## src/sv/assert_macros.svh

```systemverilog
// Assertion macros shared by the nearest light select RTL.
`ifndef ASSERT_MACROS_SVH
`define ASSERT_MACROS_SVH
`ifndef NO_ASSERTIONS
`define NLS_ASSERT(lbl, clk, rst, prop, msg) \
   lbl: assert property (@(posedge clk) disable iff (rst) prop) else $error(msg);
`define NLS_NEVER(lbl, clk, rst, expr, msg) \
   lbl: assert property (@(posedge clk) disable iff (rst) !(expr)) else $error(msg);
`else
`define NLS_ASSERT(lbl, clk, rst, prop, msg)
`define NLS_NEVER(lbl, clk, rst, expr, msg)
`endif
`endif

```

## src/sv/nls_pkg.sv

```systemverilog
// Types and constants of the nearest light select block.
package nls_pkg;

   localparam int MAX_LIGHTS = 16;
   localparam int MAX_OUT    = 16;
   localparam int IDX_W      = (MAX_LIGHTS > 1) ? $clog2(MAX_LIGHTS) : 1;
   localparam int CNT_W      = $clog2(MAX_LIGHTS + 1);
   localparam int COORD_W    = 16;
   localparam int ID_W       = 8;
   localparam int MAG_W      = 16;
   localparam int PROD_W     = 2 * MAG_W;
   localparam int DIST_W     = 34;
   localparam int LIMIT_W    = 5;
   localparam int EMIT_W     = (CNT_W > LIMIT_W) ? CNT_W : LIMIT_W;

   localparam logic [1:0] ACT_CLEAR = 2'd0;
   localparam logic [1:0] ACT_ADD   = 2'd1;
   localparam logic [1:0] ACT_QUERY = 2'd2;

   // coordinate fed to the squaring unit, last step only sums
   localparam logic [1:0] STEP_X   = 2'd0;
   localparam logic [1:0] STEP_Y   = 2'd1;
   localparam logic [1:0] STEP_Z   = 2'd2;
   localparam logic [1:0] STEP_SUM = 2'd3;

   typedef struct packed {
      logic [1:0]                 action;
      logic [ID_W-1:0]            light_id;
      logic signed [COORD_W-1:0]  pos_x;
      logic signed [COORD_W-1:0]  pos_y;
      logic signed [COORD_W-1:0]  pos_z;
      logic [LIMIT_W-1:0]         max_count;
   } req_type;

   typedef struct packed {
      logic [ID_W-1:0]   found_id;
      logic [DIST_W-1:0] distance_sq;
      logic              valid_res;
      logic              last;
      logic              table_full_error;
   } rsp_type;

   typedef struct packed {
      logic [ID_W-1:0]            ident;
      logic signed [COORD_W-1:0]  x;
      logic signed [COORD_W-1:0]  y;
      logic signed [COORD_W-1:0]  z;
   } entry_type;

   typedef struct packed {
      logic clear;
      logic add;
   } tbl_ctrl_type;

endpackage

```

## src/sv/nls_req_if.sv

```systemverilog
// Request channel interface: valid, ready and one request item.
interface nls_req_if;
   logic             valid;
   logic             ready;
   nls_pkg::req_type payload;

   modport source (output valid, output payload, input ready);
   modport sink (input valid, input payload, output ready);
endinterface

```

## src/sv/nls_rsp_if.sv

```systemverilog
// Response channel interface: valid, ready and one response item.
interface nls_rsp_if;
   logic             valid;
   logic             ready;
   nls_pkg::rsp_type payload;

   modport source (output valid, output payload, input ready);
   modport sink (input valid, input payload, output ready);
endinterface

```

## src/sv/nls_sqdiff_unit.sv

```systemverilog
// Shared squared-difference unit: |a - b| squared, registered.
module nls_sqdiff_unit (
   input  logic                                 clock,
   input  logic signed [nls_pkg::COORD_W-1:0]   coord_a,
   input  logic signed [nls_pkg::COORD_W-1:0]   coord_b,
   output logic [nls_pkg::PROD_W-1:0]           prod
);

   logic signed [nls_pkg::COORD_W:0] diff;
   logic [nls_pkg::COORD_W:0]        diff_neg;
   logic [nls_pkg::MAG_W-1:0]        mag;
   logic [nls_pkg::PROD_W-1:0]       prod_ff;

   always_comb begin
      diff     = {coord_a[nls_pkg::COORD_W-1], coord_a} - {coord_b[nls_pkg::COORD_W-1], coord_b};
      diff_neg = -diff;
      // magnitude never exceeds 16 bits for two 16-bit operands
      mag      = diff[nls_pkg::COORD_W] ? diff_neg[nls_pkg::MAG_W-1:0]
                                        : diff[nls_pkg::MAG_W-1:0];
   end

   always_ff @(posedge clock) begin
      prod_ff <= mag * mag;
   end

   assign prod = prod_ff;

endmodule

```

## src/sv/nls_entry_table.sv

```systemverilog
// Light entry table: id and position store with fill count.
module nls_entry_table (
   input  logic                           clock,
   input  logic                           reset,
   input  nls_pkg::tbl_ctrl_type          ctrl,
   input  nls_pkg::entry_type             wr_entry,
   input  logic [nls_pkg::IDX_W-1:0]      rd_idx,
   output nls_pkg::entry_type             rd_entry,
   output logic [nls_pkg::CNT_W-1:0]      count,
   output logic                           full
);

   nls_pkg::entry_type              entry_ff [nls_pkg::MAX_LIGHTS];
   logic [nls_pkg::CNT_W-1:0]       count_ff, count_in;
   logic [nls_pkg::IDX_W-1:0]       wr_idx;

   assign full   = (count_ff >= nls_pkg::CNT_W'(nls_pkg::MAX_LIGHTS));
   assign wr_idx = nls_pkg::IDX_W'(count_ff);

   always_comb begin
      count_in = count_ff;
      if (ctrl.clear) begin
         count_in = '0;
      end else if (ctrl.add && !full) begin
         count_in = count_ff + nls_pkg::CNT_W'(1);
      end
   end

   always_ff @(posedge clock) begin
      if (reset) begin
         count_ff <= '0;
      end else begin
         count_ff <= count_in;
      end
   end

   always_ff @(posedge clock) begin
      if (ctrl.add && !ctrl.clear && !full) begin
         entry_ff[wr_idx] <= wr_entry;
      end
   end

   assign rd_entry = entry_ff[rd_idx];
   assign count    = count_ff;

endmodule

```

## src/sv/nearest_light_select.sv

```systemverilog
// Top level of the nearest light select block: sequencer, distance store and channels.
// A clear or add returns one acknowledge item; an unused action is taken and dropped.
// A query on n stored lights that returns k items runs one squared-difference
// multiplier over every entry in the steps X, Y, Z and sum, then finds each result
// by a compare scan over all n entries and loads it into the response register,
// holding while that register is still full. The request side is not ready while
// a query runs.
module nearest_light_select (
   input  logic      clock,
   input  logic      reset,
   nls_req_if.sink   req_bus,
   nls_rsp_if.source rsp_bus
);

`include "assert_macros.svh"

   typedef enum logic [3:0] {
      S_IDLE = 4'b0001,
      S_DIST = 4'b0010,
      S_SCAN = 4'b0100,
      S_OUT  = 4'b1000
   } state_type;

   state_type                          state_ff, state_in;
   logic [nls_pkg::IDX_W-1:0]          idx_ff, idx_in;
   logic [1:0]                         step_ff, step_in;
   logic [nls_pkg::DIST_W-1:0]         acc_ff, acc_in;
   logic [nls_pkg::IDX_W-1:0]          scan_ff, scan_in;
   logic [nls_pkg::IDX_W-1:0]          best_idx_ff, best_idx_in;
   logic [nls_pkg::DIST_W-1:0]         best_dist_ff, best_dist_in;
   logic                               best_found_ff, best_found_in;
   logic [nls_pkg::MAX_LIGHTS-1:0]     taken_ff, taken_in;
   logic [nls_pkg::EMIT_W-1:0]         emit_ff, emit_in;
   logic [nls_pkg::EMIT_W-1:0]         out_cnt_ff, out_cnt_in;
   logic signed [nls_pkg::COORD_W-1:0] qx_ff, qx_in, qy_ff, qy_in, qz_ff, qz_in;
   nls_pkg::rsp_type                   rsp_data_ff, rsp_data_in;
   logic                               rsp_valid_ff, rsp_valid_in;
   logic [nls_pkg::DIST_W-1:0]         dist_ff [nls_pkg::MAX_LIGHTS];
   logic                               dist_wr_en;
   logic [nls_pkg::DIST_W-1:0]         dist_wr_data;

   nls_pkg::tbl_ctrl_type              tbl_ctrl;
   nls_pkg::entry_type                 wr_entry, rd_entry;
   logic [nls_pkg::IDX_W-1:0]          rd_idx;
   logic [nls_pkg::CNT_W-1:0]          count;
   logic                               full;

   logic signed [nls_pkg::COORD_W-1:0] coord_a, coord_b;
   logic [nls_pkg::PROD_W-1:0]         prod;

   logic                               req_fire, rsp_free;
   logic [nls_pkg::EMIT_W-1:0]         cnt_ext, lim_ext, req_emit_a, req_emit;
   logic [nls_pkg::DIST_W-1:0]         cur_dist;
   logic                               cand, idx_last, scan_last, out_last;

   nls_entry_table u_table (
      .clock    (clock),
      .reset    (reset),
      .ctrl     (tbl_ctrl),
      .wr_entry (wr_entry),
      .rd_idx   (rd_idx),
      .rd_entry (rd_entry),
      .count    (count),
      .full     (full)
   );

   nls_sqdiff_unit u_sqdiff (
      .clock   (clock),
      .coord_a (coord_a),
      .coord_b (coord_b),
      .prod    (prod)
   );

   assign rsp_free      = !rsp_valid_ff || rsp_bus.ready;
   assign req_bus.ready = (state_ff == S_IDLE) && rsp_free;
   assign req_fire      = req_bus.valid && req_bus.ready;

   assign wr_entry.ident = req_bus.payload.light_id;
   assign wr_entry.x     = req_bus.payload.pos_x;
   assign wr_entry.y     = req_bus.payload.pos_y;
   assign wr_entry.z     = req_bus.payload.pos_z;

   assign rd_idx = (state_ff == S_OUT) ? best_idx_ff : idx_ff;

   // number of items a query returns: min(count, limit, MAX_OUT)
   always_comb begin
      cnt_ext    = nls_pkg::EMIT_W'(count);
      lim_ext    = nls_pkg::EMIT_W'(req_bus.payload.max_count);
      req_emit_a = (cnt_ext < lim_ext) ? cnt_ext : lim_ext;
      req_emit   = (req_emit_a > nls_pkg::EMIT_W'(nls_pkg::MAX_OUT))
                   ? nls_pkg::EMIT_W'(nls_pkg::MAX_OUT) : req_emit_a;
   end

   always_comb begin
      case (step_ff)
         nls_pkg::STEP_X: begin
            coord_a = rd_entry.x;
            coord_b = qx_ff;
         end
         nls_pkg::STEP_Y: begin
            coord_a = rd_entry.y;
            coord_b = qy_ff;
         end
         nls_pkg::STEP_Z: begin
            coord_a = rd_entry.z;
            coord_b = qz_ff;
         end
         default: begin
            coord_a = '0;
            coord_b = '0;
         end
      endcase
   end

   assign cur_dist     = dist_ff[scan_ff];
   assign dist_wr_data = acc_ff + nls_pkg::DIST_W'(prod);
   assign idx_last     = (nls_pkg::CNT_W'(idx_ff) + nls_pkg::CNT_W'(1)) == count;
   assign scan_last    = (nls_pkg::CNT_W'(scan_ff) + nls_pkg::CNT_W'(1)) == count;
   assign out_last     = (out_cnt_ff + nls_pkg::EMIT_W'(1)) == emit_ff;
   // strict compare keeps the earlier entry on a tie
   assign cand = !taken_ff[scan_ff] && (!best_found_ff || (cur_dist < best_dist_ff));

   always_comb begin
      state_in      = state_ff;
      idx_in        = idx_ff;
      step_in       = step_ff;
      acc_in        = acc_ff;
      scan_in       = scan_ff;
      best_idx_in   = best_idx_ff;
      best_dist_in  = best_dist_ff;
      best_found_in = best_found_ff;
      taken_in      = taken_ff;
      emit_in       = emit_ff;
      out_cnt_in    = out_cnt_ff;
      qx_in         = qx_ff;
      qy_in         = qy_ff;
      qz_in         = qz_ff;
      rsp_valid_in  = rsp_valid_ff && !rsp_bus.ready;
      rsp_data_in   = rsp_data_ff;
      tbl_ctrl      = '0;
      dist_wr_en    = 1'b0;

      case (state_ff)
         S_IDLE: begin
            if (req_fire) begin
               case (req_bus.payload.action)
                  nls_pkg::ACT_CLEAR: begin
                     tbl_ctrl.clear   = 1'b1;
                     rsp_valid_in     = 1'b1;
                     rsp_data_in      = '0;
                     rsp_data_in.last = 1'b1;
                  end
                  nls_pkg::ACT_ADD: begin
                     tbl_ctrl.add                 = 1'b1;
                     rsp_valid_in                 = 1'b1;
                     rsp_data_in                  = '0;
                     rsp_data_in.last             = 1'b1;
                     rsp_data_in.table_full_error = full;
                  end
                  nls_pkg::ACT_QUERY: begin
                     if (req_emit == '0) begin
                        rsp_valid_in     = 1'b1;
                        rsp_data_in      = '0;
                        rsp_data_in.last = 1'b1;
                     end else begin
                        qx_in      = req_bus.payload.pos_x;
                        qy_in      = req_bus.payload.pos_y;
                        qz_in      = req_bus.payload.pos_z;
                        emit_in    = req_emit;
                        out_cnt_in = '0;
                        taken_in   = '0;
                        idx_in     = '0;
                        step_in    = nls_pkg::STEP_X;
                        state_in   = S_DIST;
                     end
                  end
                  default: begin
                     // unused action: drop the item
                  end
               endcase
            end
         end
         S_DIST: begin
            case (step_ff)
               nls_pkg::STEP_X: begin
                  step_in = nls_pkg::STEP_Y;
               end
               nls_pkg::STEP_Y: begin
                  acc_in  = nls_pkg::DIST_W'(prod);
                  step_in = nls_pkg::STEP_Z;
               end
               nls_pkg::STEP_Z: begin
                  acc_in  = acc_ff + nls_pkg::DIST_W'(prod);
                  step_in = nls_pkg::STEP_SUM;
               end
               default: begin
                  dist_wr_en = 1'b1;
                  step_in    = nls_pkg::STEP_X;
                  if (idx_last) begin
                     scan_in       = '0;
                     best_found_in = 1'b0;
                     state_in      = S_SCAN;
                  end else begin
                     idx_in = idx_ff + nls_pkg::IDX_W'(1);
                  end
               end
            endcase
         end
         S_SCAN: begin
            if (cand) begin
               best_dist_in  = cur_dist;
               best_idx_in   = scan_ff;
               best_found_in = 1'b1;
            end
            if (scan_last) begin
               state_in = S_OUT;
            end else begin
               scan_in = scan_ff + nls_pkg::IDX_W'(1);
            end
         end
         S_OUT: begin
            // hold until the response register frees up
            if (rsp_free) begin
               rsp_valid_in                 = 1'b1;
               rsp_data_in.found_id         = rd_entry.ident;
               rsp_data_in.distance_sq      = best_dist_ff;
               rsp_data_in.valid_res        = 1'b1;
               rsp_data_in.last             = out_last;
               rsp_data_in.table_full_error = 1'b0;
               taken_in[best_idx_ff]        = 1'b1;
               out_cnt_in                   = out_cnt_ff + nls_pkg::EMIT_W'(1);
               if (out_last) begin
                  state_in = S_IDLE;
               end else begin
                  scan_in       = '0;
                  best_found_in = 1'b0;
                  state_in      = S_SCAN;
               end
            end
         end
         default: begin
            state_in = S_IDLE;
         end
      endcase
   end

   always_ff @(posedge clock) begin
      if (reset) begin
         state_ff     <= S_IDLE;
         rsp_valid_ff <= 1'b0;
      end else begin
         state_ff     <= state_in;
         rsp_valid_ff <= rsp_valid_in;
      end
   end

   always_ff @(posedge clock) begin
      idx_ff        <= idx_in;
      step_ff       <= step_in;
      acc_ff        <= acc_in;
      scan_ff       <= scan_in;
      best_idx_ff   <= best_idx_in;
      best_dist_ff  <= best_dist_in;
      best_found_ff <= best_found_in;
      taken_ff      <= taken_in;
      emit_ff       <= emit_in;
      out_cnt_ff    <= out_cnt_in;
      qx_ff         <= qx_in;
      qy_ff         <= qy_in;
      qz_ff         <= qz_in;
      rsp_data_ff   <= rsp_data_in;
   end

   always_ff @(posedge clock) begin
      if (dist_wr_en) begin
         dist_ff[idx_ff] <= dist_wr_data;
      end
   end

   assign rsp_bus.valid   = rsp_valid_ff;
   assign rsp_bus.payload = rsp_data_ff;

   `NLS_ASSERT(a_out_below_emit, clock, reset,
      (state_ff == S_SCAN || state_ff == S_OUT) |-> (out_cnt_ff < emit_ff),
      "result count reached the limit inside a query")
   `NLS_ASSERT(a_out_has_winner, clock, reset, (state_ff == S_OUT) |-> best_found_ff,
      "scan ended without a candidate entry")
   `NLS_ASSERT(a_taken_tracks_out, clock, reset,
      (state_ff == S_SCAN) |-> ($countones(taken_ff) == out_cnt_ff),
      "taken mask out of step with result count")
   `NLS_NEVER(a_emit_within_table, clock, reset,
      (state_ff != S_IDLE) && (emit_ff > nls_pkg::EMIT_W'(count)),
      "query returns more items than stored lights")

endmodule
```

## src/flat_wrapper.sv

```systemverilog
// flat-port wrapper written by rule: the top's interface ports become plain ports
module nearest_light_select_flat 
  (clock, reset, req_bus_valid, req_bus_payload, req_bus_ready, rsp_bus_valid, rsp_bus_payload, rsp_bus_ready);
  nls_req_if req_bus_i ();
  nls_rsp_if rsp_bus_i ();
  input  logic clock;
  input  logic reset;
  input wire logic [$bits(req_bus_i.valid)-1:0] req_bus_valid;
  input wire logic [$bits(req_bus_i.payload)-1:0] req_bus_payload;
  output wire logic [$bits(req_bus_i.ready)-1:0] req_bus_ready;
  output wire logic [$bits(rsp_bus_i.valid)-1:0] rsp_bus_valid;
  output wire logic [$bits(rsp_bus_i.payload)-1:0] rsp_bus_payload;
  input wire logic [$bits(rsp_bus_i.ready)-1:0] rsp_bus_ready;
  assign req_bus_i.valid = req_bus_valid;
  assign req_bus_i.payload = req_bus_payload;
  assign req_bus_ready = req_bus_i.ready;
  assign rsp_bus_valid = rsp_bus_i.valid;
  assign rsp_bus_payload = rsp_bus_i.payload;
  assign rsp_bus_i.ready = rsp_bus_ready;
  nearest_light_select u_core (.clock(clock), .reset(reset), .req_bus(req_bus_i), .rsp_bus(rsp_bus_i));
endmodule
```

## config.mk

```make
export PLATFORM = sky130hd
export DESIGN_NAME = nearest_light_select_flat
export DESIGN_NICKNAME = d
export VERILOG_FILES = /design/src/sv/nls_pkg.sv /design/src/sv/nls_req_if.sv /design/src/sv/nls_rsp_if.sv /design/src/sv/nls_sqdiff_unit.sv /design/src/sv/nls_entry_table.sv /design/src/sv/nearest_light_select.sv /design/src/flat_wrapper.sv
export VERILOG_INCLUDE_DIRS = /design/src /design/src/sv
export SDC_FILE = /design/constraint.sdc
export NUM_CORES = 2
export LEC_CHECK = 0
export ABC_AREA = 1
export BUFFER_PORTS_ARGS = -buffer_cell sky130_fd_sc_hd__buf_4
export CELL_PAD_IN_SITES_DETAIL_PLACEMENT = 1
export CELL_PAD_IN_SITES_GLOBAL_PLACEMENT = 2
export CORE_AREA = 2 2 415 417
export CTS_BUF_LIST = sky130_fd_sc_hd__clkbuf_4 sky130_fd_sc_hd__clkbuf_8
export DETAILED_ROUTE_END_ITERATION = 12
export DIE_AREA = 0 0 417 419
export PLACE_DENSITY = 0.81
export SYNTH_ARGS = -nofsm -noshare
export SYNTH_HDL_FRONTEND = slang
export SYNTH_SLANG_ARGS = --single-unit
```

## constraint.sdc

```tcl
create_clock -name clock -period 9.5 [get_ports clock]
set_clock_uncertainty 0.15 [all_clocks]
set_input_delay 1.9 -clock clock [delete_from_list [all_inputs] [get_ports clock]]
set_output_delay 1.9 -clock clock [all_outputs]
set_load 0.02 [all_outputs]
```

==> impl_metrics.json <==
{
  "clock.fmax_ghz": 0.107,
  "core-area_um2": 171000,
  "regToRegSetupSlack_ps": 190,
  "synth_simple_gate_area_frac": 0.142,
  "hpwl_mm": 144,
  "use_met2": 0.442,
  "die_h_um": 419,
  "synth_cell_types": 62,
  "rsz0062_at_grt": "yes",
  "worst_hold_slack_ps": 343,
  "start_util": 0.457,
  "clock_tree.buffer_depth": 4,
  "start_kind": "register",
  "dr.pass1.iters": 5,
  "synth_adder_area_share": 0.0741,
  "synth_xor_area_frac": 0.0100,
  "synth_edf_count": 1642,
  "cts.clk_slew.worst_paths_ps": 70,
  "postCtsHoldBufs": 0,
  "vias": 55200,
  "grt_pass1_vias": 57800,
  "drtAntennaViolNets": 0,
  "die_area_um2": 175000,
  "grt.total_usage": 0.269,
  "area_delta_synth_final_pct": 19.8,
  "fin_crit_sh": 0.980,
  "synthCells": 6661,
  "min_from": "u_core.state_ff[0]",
  "crit_top_cell": "nand3_2",
  "finalMaxSlewViolations": 0,
  "crit_type": "reg -> reg",
  "io_pins": 114,
  "ys_ff_latch": 1687,
  "syn_avg_cell_area_um2": 11.7,
  "final_common_cell": "edfxtp_1",
  "antenna_found_initial": 17,
  "setup_viol": 0,
  "port_buffers": 113,
  "cap_violations": 0,
  "ctsHtreeMaxLevel": 5,
  "clkLatencyLatePin_ps": 1060,
  "synth_top_family_by_area": "simple AND/OR/NAND/NOR gates",
  "endpoint_kind": "register",
  "overflow": 0,
  "ys_seq_area_frac": 0.644,
  "min_to": "u_core.state_ff[0]",
  "synth.area.mux_share": 0.0178,
  "r2r_cells": 49,
  "drt_wl_total_mm": 243,
  "cts_tree": "yes",
  "tightest_slew_ps": 1300,
  "synth_compound_area_frac": 0.0640,
  "syn_nets": 7092,
  "crit_fanout": 8,
  "grt_pass1_wl_mm": 354,
  "finalCriticalPeriod_ps": 9310,
  "relSlewSlack": 0.132,
  "viasPerCell": 5.69,
  "top_usage_layer": "met2",
  "slowest_stage": "fa_2",
  "clockRootBuffer": "clkbuf_8",
  "drive_gt1_frac": 0.207,
  "synth_area_um2": 78000,
  "arrival_ps": 10070,
  "rows": 152,
  "routedWlPerCell_um": 25.0,
  "cts_buffers": 300,
  "detail_route.iter0.violations": 4985,
  "hold_class": "reg -> reg",
  "timing.rr.end": "u_core.u_sqdiff.prod[23]",
  "ys_warn_count": 0,
  "global_route.usage.met1": 0.361,
  "synth_flop_cell": "edfxtp_1",
  "timing.rr.start": "u_core.state_ff[1]",
  "final_cell_mix": "edfxtp_1 (1,642), nand2_1 (1,224), nand3_1 (714), inv_1 (568), buf_4 (527)",
  "status": "finished, final reports clean",
  "whs_path_depth": 2,
  "grt_max_degree": 184,
  "chipWidth_um": 417,
  "nNetsFinal": 7714,
  "final_util": 0.547,
  "drc": 0,
  "place_congestion": 0.861,
  "clock_sinks": 1687,
  "critPathMaxStageDelay_ps": 550,
  "critPathRequiredTime_ps": 10260,
  "use_met3": 0.0504,
  "hold_violations": 0,
  "async_flop_share": 0
}
-- per-stage QoR --
stage          setup TNS, ps  worst slack, ps  cell area [um^2]  instances
6_report                   0              188             93400       9709
5_1_grt                -2880             -269             93400       9707
4_1_cts                    0             5.12             90400       9620
3_5_place_dp           -2240             -288             84300       9124
3_3_place_gp            -557             -149             84300       9124
2_1_floorplan              0              746             78000       6661
-- cell usage after synthesis, drive strengths merged, types with 45 or more instances --
cell type | n | area [um^2]
mux2i | 139 | 1390
clkbuf | 200 | 751
edfxtp | 1642 | 49300
inv | 625 | 2350
nor2 | 360 | 1420
nand3 | 844 | 4240
nand2 | 1312 | 5000
fa | 163 | 3260
ha | 201 | 2510
dfxtp | 45 | 901
xor2 | 56 | 528
o211ai | 154 | 1160
a21oi | 267 | 1340
o21ai | 329 | 1670
buf | 123 | 622
-- registers in the layout, summed over array words and instances (netlist names), 5 cells and up, named ones only --
name and count:
u_core.u_table.entry_ff 896, u_core.best_dist_ff 34, u_core.u_table.count 5, u_core.acc_ff 34, u_core.u_sqdiff.prod 31, u_core.qz_ff 16, u_core.qy_ff 16, u_core.emit_ff 5
u_core.taken_ff 16, u_core.dist_ff 544, u_core.rsp_bus.payload 45, u_core.out_cnt_ff 5, u_core.qx_ff 16
-- repair_timing --
action	4_1_cts	5_1_grt
cloned	6	29
gates resized for setup	60	445
buffers inserted	5	50
endpoints found under the setup margin	15	20
pin swaps	4	170
-- worst max-delay path: cells and delay by family (launching register included) --
kind	cells	cell delay [ps]
XOR/XNOR	1	140
AND/OR/NAND/NOR	19	2040
buffers and inverters	15	1890
AO/OA/AOI/OAI	5	730
adder cells (fa/ha/maj)	9	3860
flip-flops	1	320
-- per-layer routing --
metal  wire (um)  vias up
met5          43        -
met4        7040        8
met3       17300      477
met2      115000     1919
li1            -    24600
met1      103000    28200
-- cell type report --
cell class	instances	area, um^2
Timing Repair inverter	3	80.1
Tap cell	2233	2790
Fill cell	17400	77200
Multi-Input combinational cell	4025	26100
Antenna cell	10	25.0
Inverter	626	2420
Timing Repair Buffer	640	6210
Clock inverter	73	468
Clock buffer	412	5050
Sequential cell	1687	50200
-- logic make-up after synthesis --
family / after synthesis
AOI/OAI and AO/OA: 854
xor gates and xnor gates: 84
adders and majority gates: 364
buffers and inverters: 949
DFF: 1687
muxes: 139
and+or+nand+nor: 2584
-- how the worst max path moves through the flow --
stage                        from                        to  depth (start not counted)
6_report       u_core.state_ff[1]  u_core.u_sqdiff.prod[23]                         49
3_5_place_dp   u_core.state_ff[2]  u_core.u_sqdiff.prod[28]                         48
3_3_place_gp   u_core.state_ff[2]  u_core.u_sqdiff.prod[29]                         52
2_1_floorplan  u_core.state_ff[0]  u_core.u_sqdiff.prod[28]                         45
4_1_cts        u_core.state_ff[2]  u_core.u_sqdiff.prod[27]                         52
5_1_grt        u_core.state_ff[0]  u_core.u_sqdiff.prod[23]                         49
Power is not shown: default switching activity piles up to over one toggle a cycle in this logic, so the estimate is an artifact.
